==> src/prs_pkg.sv <==
package prs_pkg;

  localparam int WORD_W       = 64;
  localparam int OFFSET_W     = 32;
  localparam int TCOUNT_W     = 5;
  localparam int TINDEX_W     = 4;
  localparam int BYTE_W       = 8;
  localparam int SEEN_W       = 4;
  localparam int DELTA_W      = 33;
  localparam int CFG_IDX_W    = 2;
  localparam int CFG_DATA_W   = 64;
  localparam int S_TDATA_W    = 80;
  localparam int S_TUSER_W    = 2;
  localparam int M_TDATA_W    = 232;
  localparam int NUM_TARGETS_DEF = 16;

  localparam logic [SEEN_W-1:0] WINDOW_BYTES = SEEN_W'(8);

  typedef enum logic [CFG_IDX_W-1:0] {
    REG_BASE_ADDRESS = 2'd0,
    REG_MAX_DIST     = 2'd1,
    REG_TARGET_COUNT = 2'd2
  } cfg_reg_t;

  localparam logic REQ_DATA   = 1'b0;
  localparam logic REQ_TARGET = 1'b1;

  // one window check as it walks down the row of cells
  typedef struct packed {
    logic              valid;
    logic              found;
    logic [WORD_W-1:0] value;
    logic [WORD_W-1:0] lo;
    logic [WORD_W-1:0] hi;
    logic [WORD_W-1:0] best;
    logic [WORD_W-1:0] addr;
  } cand_t;

endpackage

==> src/prs_cell.sv <==
module prs_cell #(
  parameter int IDX = 0
) (
  input  logic                          clk,
  input  logic                          rst,
  input  logic                          adv,
  input  logic [prs_pkg::TCOUNT_W-1:0]  target_count,
  input  logic                          wr_req,
  input  logic [prs_pkg::TINDEX_W-1:0]  wr_index,
  input  logic [prs_pkg::WORD_W-1:0]    wr_value,
  input  prs_pkg::cand_t                cin,
  output prs_pkg::cand_t                cout
);
  import prs_pkg::*;

  logic [WORD_W-1:0] target;
  logic              active;
  logic              hit;
  cand_t             cnext;

  assign active = int'(target_count) > IDX;
  assign hit = active && cin.valid && (target >= cin.lo) && (target <= cin.hi) &&
               (!cin.found || (target < cin.best));

  always_comb begin
    cnext       = cin;
    cnext.found = cin.found | hit;
    cnext.best  = hit ? target : cin.best;
  end

  always_ff @(posedge clk) begin
    if (wr_req && (int'(wr_index) == IDX)) begin
      target <= wr_value;
    end
  end

  always_ff @(posedge clk) begin
    if (rst) begin
      cout.valid <= 1'b0;
    end else if (adv) begin
      cout <= cnext;
    end
  end

endmodule

==> config.mk <==
export PLATFORM = sky130hd
export DESIGN_NAME = prs_cell
export DESIGN_NICKNAME = d
export VERILOG_FILES = /design/src/prs_pkg.sv /design/src/prs_cell.sv
export SDC_FILE = /design/constraint.sdc
export NUM_CORES = 1
export LEC_CHECK = 0
export BUFFER_PORTS_ARGS = -buffer_cell sky130_fd_sc_hd__buf_2
export CAP_MARGIN = 20
export CORE_AREA = 2 2 278 280
export CTS_BUF_LIST = sky130_fd_sc_hd__clkbuf_8
export CTS_CLUSTER_SIZE = 24
export DETAILED_ROUTE_END_ITERATION = 12
export DIE_AREA = 0 0 280 282
export SYNTH_ARGS = -nofsm -noshare
export SYNTH_HDL_FRONTEND = slang
export SYNTH_SLANG_ARGS = --single-unit
==> constraint.sdc <==
create_clock -name clk -period 14.29 [get_ports clk]
set_input_delay 0 -clock clk [delete_from_list [all_inputs] [get_ports clk]]
set_output_delay 0 -clock clk [all_outputs]
set_load 0.01 [all_outputs]
==> metrics.md, run 1 <==
| Metric | Value |
|---|---|
| Run status | completed |
| Final Instance Count excl. Fillers | 3794 |
| Deepest level of the CTS H-tree | 3 |
| Synth Area per Inst | ~13 um2 |
| Post-synth EDFFs | 385 |
| Vias in the first global route | 18613 |
| Die Outline Area | between 70000 and 80000 um2 |
| Worst Setup End Kind | flip-flop |
| CTS tree | done |
| Critical Path Source Type | flip-flop |
| Top-count cell post-synth | sky130_fd_sc_hd__edfxtp_1 |
| Power per standard cell area | between 90 and 100 nW/um2 |
| Global Route met3 Usage | 0.0626 |
| Worst slew margin | 0.231 |
| DRT Pass-1 Iters | 6 |
| Cell type with the largest total area after synthesis | sky130_fd_sc_hd__edfxtp_1 |
| Max Clock Skew | 46.3 ps |
| Layout cells sized above 1 | 0.321 |
| Longest individual stage delay on the worst path | about 860 ps |
| Post-CTS clock slew at the launch and capture registers of the worst setup and hold paths | 60 ps |
| DIE WIDTH | approximately 280 um |
| Clock buffers created by TritonCTS | 76 |
| Clock tree root driver cell | sky130_fd_sc_hd__clkbuf_8 |
| Worst VDD drop | 0.0000585 V |
| Fraction of registers with async set/reset | 0 |
| Type of the worst min-delay path | in2reg |
| # setup viols final | 0 |
| Global routing usage summed across all routing layers | 0.203 |
| Period minus WS final | about 5000 ps |
| Count of input and output buffers | 720 |
| Actual transition at the worst max-transition pin | 1140 ps |
| Count of unresolved DRC violations after routing | 0 |
| Total Neg Setup Slack | 0 ps |
| Area Growth Syn to Fin | 60.1% |
| Latest clock arrival within the worst-skew pair | 680 ps |
| First-pass GRT wire length | 118000 um |
| Maximum number of pins on one net before global-route repair | 166 |
| Antenna violations before repair | 21 |
| Standard-cell rows | 101 |
| Cell count after placement | just over 3000 |
| Total vias in the final route | 17726 |
| Fraction of the yosys area taken by sequential cells | 0.602 |
| Crit path kind | reg2reg |
| First-iteration detailed-routing DRC count | 1377 |
| Congestion Overflow GR | 0 |
| Setup repair after global routing missed its margin | no |
| Synthesized instance count | 1468 |
| Max-slew violation total from the final report | 0 |
| Fill cell total of the finished layout | 7026 |
| Met1 demand-to-capacity share in global routing | 0.226 |
| Design Power | around 3 mW |
| FMAX | 197 MHz |
| Critical path required time | ~15000 ps |
| Buffer depth of the longest clock path | 3 |
| Maximum fanout along the worst path | 65 |
| Post-synth top flop | sky130_fd_sc_hd__edfxtp_1 |
| Layer with the highest usage | met2 |
| Clock sink total | 386 |
| Slowest cell on crit path | sky130_fd_sc_hd__or4_4 |
| Post-route antenna net violation count | 0 |
| Top-area cell type share of the netlist area | 0.601 |
| Net Count, Synth | 2058 |
| GP Congestion | 0.814 |
| Most instantiated cells after synthesis | 385 x sky130_fd_sc_hd__edfxtp_1, 258 x sky130_fd_sc_hd__inv_1, 191 x sky130_fd_sc_hd__ha_1 |
| Count of distinct cell types in the synthesized netlist | between 40 and 50 |
| DP Wirelength | between 50000 and 60000 um |
| Number of resized instances in the post-cts repair step | 0 |
| Top post-synthesis cells by area | sky130_fd_sc_hd__edfxtp_1 60%, sky130_fd_sc_hd__ha_1 12%, sky130_fd_sc_hd__inv_1 5.0% |
| Core outline area | 75700 um2 |
| Critical path data arrival time | 5440 ps |
| Crit path cell chain | ha_1, nand4_1, or4_1, or3_1, a311oi_1, or4_4, a22o_4, buf_4, o311ai_1 |
| Leakage power summed over all cells | 13.3 nW |
| Post-Syn Area | approximately 19000 um2 |
| Final Net Count | 3336 |
| Effective utilization at floorplan | 0.254 |
| Number of max-capacitance violations reported | 0 |
| Post-DR vias/cell | 4.67 |
| Number of warnings reported in the yosys synthesis log | 0 |
| Number of hold-slack violations in the final timing report | 0 |
| Met2 Usage GRT | 0.365 |
| Vert. Die Dim | 282 um |
| I/O pin count | roughly 720 |
| WL per Instance | between 20 and 25 um |
| Total wirelength of the detailed-routed design | 83100 um |
| Total of flip-flops plus latches after synthesis | a little under 400 |
| Period utilization | 0.356 |
| Post-CTS setup repair buffer count | 0 |
## through the flow
stage                      util  worst slack [ps]  hold slack [ps]  area (um2)
after global placement    0.317              9070              176       24000
final                     0.407              9200             46.6       30800
after CTS                 0.407              9280            0.248       30800
after global routing      0.407              9020             8.30       30800
after detailed placement  0.317              9300              178       24000
after floorplan               -              5500             72.4       19300
## where the power goes
part | total, mW | switching [mW] | internal [mW]
clock | 1.14 | 0.553 | 0.583
sequential | 1.35 | 0.0245 | 1.33
combinational | 0.528 | 0.277 | 0.251
## per-layer routing
metal,share of wire,routed length (um)
met5,0.0015,126
met4,0.026,2190
met3,0.085,7070
met2,0.51,42200
met1,0.38,31500
## placed cells by master, fill, tap and decap left out, drive strengths merged, types with 2 or more instances in the layout
cell         netlist  routed
o21a               4       4
dlygate4sd3        0     532
o311ai            64      64
o21ai             32      32
nor3              69      69
or3                3       3
nand2b             5       5
nand4             30      30
nor2b              4       4
o211ai            67      67
buf               14     737
a211oi             6       6
diode              0      10
o22ai              2       2
a311oi             2       2
nor2              20      20
nor4               5       5
inv              258     281
and2               3       3
a221oi            11      11
clkinv             0      30
ha               191     191
or4                5       5
nand2             51      51
a32oi             64      64
a21o               8       8
o31ai              2       2
clkinvlp           0       5
edfxtp           385     385
a21oi             70      70
or2                2       2
nand3             17      17
and4               4       4
bufinv             0       4
clkbuf            55      76
## registers in the layout (all words and copies together), names as in the netlist
name and count:
target 64, cout 322
## logic make-up after synthesis
family	count (synthesis)	share of synthesized area
compound gates	342	0.149
simple gates	221	0.0582
buf+inv	327	0.0666
fa+ha+maj	191	0.124
flops	386	0.602
mux	1	0.000520
## critical path: cells and delay by family, from the launching register on
family | cells | cell delay (ps)
AND/OR/NAND/NOR | 4 | 2150
AO/OA/AOI/OAI | 3 | 1080
buffers and inverters | 1 | 630
flip-flops | 1 | 480
adder cells (fa/ha/maj) | 1 | 360
## path summary, 6_finish.rpt
check	startpoint	endpoint	slack, ps	cells past startpoint
max	target[62]$_DFFE_PP_	cout[74]$_DFFE_PP_	9200	9
min	cin[290]	cout[290]$_DFFE_PP_	50	2
max reg2reg	target[62]$_DFFE_PP_	cout[74]$_DFFE_PP_	9200	9
min reg2reg	target[1]$_DFFE_PP_	cout[65]$_DFFE_PP_	790	2
## final cells by class
cell class	instances	area [um2]	area share
multi-input combinational	755	6470	0.210
antenna	10	25.0	0.000812
tap	978	1220	0.0397
inverter	258	968	0.0314
sequential	386	11600	0.376
clock buffer	76	1050	0.0339
timing repair buffer	1269	9080	0.295
clock inverter	62	435	0.0141
## timing repair
| item | in CTS | in global routing |
|---|---|---|
| hold buffers | 533 | 0 |
| endpoints found under the setup margin | 0 | 0 |
| endpoints found under the hold margin | 444 | 0 |
No activity file was read; power rests on OpenSTA's default activity.
==> run 2: changes to the inputs <==
- CORE_AREA: 2 2 278 280 -> 2 2 280 282
- DIE_AREA: 0 0 280 282 -> 0 0 282 284
- clock period: 14.29 -> 5 ns (I/O delays scaled with it)
==> metrics.md, run 2 (same netlist as run 1, synthesis figures left out) <==
| Metric | Value |
|---|---|
| Run status | completed |
| Most common cell after layout, fill and taps aside | sky130_fd_sc_hd__buf_2 |
| Max Clock Skew | approximately 54 ps |
| Leakage power summed over all cells | about 13 nW |
| Number of max-capacitance violations reported | 0 |
| Worst slew margin | 0.297 |
| Critical path required time | 5360 ps |
| Critical path data arrival time | 4420 ps |
| Actual transition at the worst max-transition pin | 1060 ps |
| Maximum number of pins on one net before global-route repair | 139 |
| Max-slew violation total from the final report | 0 |
| Core outline area | 77000 um2 |
| Post-CTS clock slew at the launch and capture registers of the worst setup and hold paths | ~60 ps |
| Total wirelength of the detailed-routed design | about 82000 um |
| Crit path kind | reg2reg |
| Congestion Overflow GR | 0 |
| Clock buffers created by TritonCTS | 75 |
| WL per Instance | between 20 and 25 um |
| Standard cell area after detailed placement | about 24000 um2 |
| DRT Pass-1 Iters | 6 |
| Number of hold-slack violations in the final timing report | 0 |
| DIE WIDTH | between 200 and 300 um |
| Maximum fanout along the worst path | 35 |
| Vias in the first global route | 18376 |
| Global routing usage summed across all routing layers | 0.196 |
| Worst Setup End Kind | flip-flop |
| Worst VDD drop | between 0.00015 and 0.0002 V |
| # setup viols final | 0 |
| Standard-cell rows | a little over 100 |
| Clock tree root driver cell | sky130_fd_sc_hd__clkbuf_8 |
| Total vias in the final route | around 18000 |
| Layout cells sized above 1 | 0.324 |
| Cell count after placement | 3181 |
| I/O pin count | 721 |
| Vert. Die Dim | 284 um |
| Fill cell total of the finished layout | 7212 |
| Registers with the most flip-flops | cout: 322 flops, target: 64 flops |
| Type of the worst min-delay path | in2reg |
| Utilization after layout | 0.402 |
| Setup repair after global routing missed its margin | no |
| Number of flip-flops under the largest register name | about 320 |
| Latest clock arrival within the worst-skew pair | 670 ps |
| Power per standard cell area | 281 nW/um2 |
| FMAX | ~250 MHz |
| Count of input and output buffers | 720 |
| Critical Path Source Type | flip-flop |
| Period utilization | 0.812 |
| Effective utilization at floorplan | 0.250 |
| Deepest level of the CTS H-tree | 3 |
| Antenna violations before repair | 16 |
| Area Growth Syn to Fin | 60.8% |
| GP Congestion | between 0.8 and 0.9 |
| Clock sink total | 386 |
| Die Outline Area | 80100 um2 |
| Buffer depth of the longest clock path | 3 |
| Final Instance Count excl. Fillers | 3850 |
| Final Net Count | 3329 |
| Layout Cell Area excl Fill | about 31000 um2 |
| First-iteration detailed-routing DRC count | 1076 |
| Post-DR vias/cell | 4.56 |
| Most frequent cells in the layout | 720 x sky130_fd_sc_hd__buf_2, 520 x sky130_fd_sc_hd__dlygate4sd3_1, 385 x sky130_fd_sc_hd__edfxtp_1, 275 x sky130_fd_sc_hd__inv_1, 191 x sky130_fd_sc_hd__ha_1 |
| Period minus WS final | 4060 ps |
| First-pass GRT wire length | 117000 um |
| DP Wirelength | 56100 um |
| CTS tree | done |
| Post-route antenna net violation count | 0 |
| Largest register by flop count | cout |
| Post-CTS setup repair buffer count | 0 |
| Count of unresolved DRC violations after routing | 0 |
| Number of resized instances in the post-cts repair step | 0 |
[run 2: stage by stage]
| step | hold WS, ps | power [mW] | worst slack [ps] | setup TNS (ps) |
|---|---|---|---|---|
| floorplan | 72.4 | 4.50 | -231 | -74300 |
| global placement | 176 | 5.06 | 947 | 0 |
| detailed placement | 178 | 5.08 | 848 | 0 |
| CTS | 0.0669 | 8.78 | 822 | 0 |
| global route | 3.00 | 9.08 | 701 | 0 |
| finish | 45.4 | 8.71 | 938 | 0 |
[run 2: what timing repair did]
action,4_1_cts,5_1_grt
hold buffers,521,0
hold endpoints to repair,483,0
setup endpoints to repair,0,0
[run 2: critical path: stages, from the launching register on]
cell and delay (ps):
sky130_fd_sc_hd__edfxtp_1 450, sky130_fd_sc_hd__ha_1 380, sky130_fd_sc_hd__nand4_1 230, sky130_fd_sc_hd__nor3_1 740, sky130_fd_sc_hd__nand4_1 310, sky130_fd_sc_hd__a311oi_1 310, sky130_fd_sc_hd__or4_4 180, sky130_fd_sc_hd__a22o_4 530
sky130_fd_sc_hd__buf_4 430, sky130_fd_sc_hd__o311ai_2 140
[run 2: path summary, 6_finish.rpt]
path	end	from	depth (start not counted)	slack [ps]
min reg2reg	cout[74]$_DFFE_PP_	target[10]$_DFFE_PP_	2	820
min	cout[270]$_DFFE_PP_	cin[270]	2	50
max	cout[86]$_DFFE_PP_	target[47]$_DFFE_PP_	9	940
max reg2reg	cout[86]$_DFFE_PP_	target[47]$_DFFE_PP_	9	940
[run 2: final cells by class]
cell class,instances,area [um2],share of cell area
diodes,10,25.0,0.000809
flip-flops and latches,386,11600,0.374
clock inverters,63,514,0.0166
well taps,1040,1300,0.0420
inverters,258,968,0.0313
clock buffers,75,1030,0.0334
repair buffers,1263,9060,0.293
multi-input cells,755,6470,0.209
[run 2: metal layers]
layer  vias up  GRT usage  share of wire
li1       8207          -              -
met1      8536      0.227           0.39
met2       675      0.347           0.50
met3       133     0.0544          0.077
met4        12     0.0609          0.025
met5         -          0        0.00093
[run 2: power breakdown]
group	switching [mW]	internal, mW	leakage, nW
Clock	1.54	1.80	0.828
Combinational	0.787	0.721	8.92
Sequential	0.0671	3.79	3.59
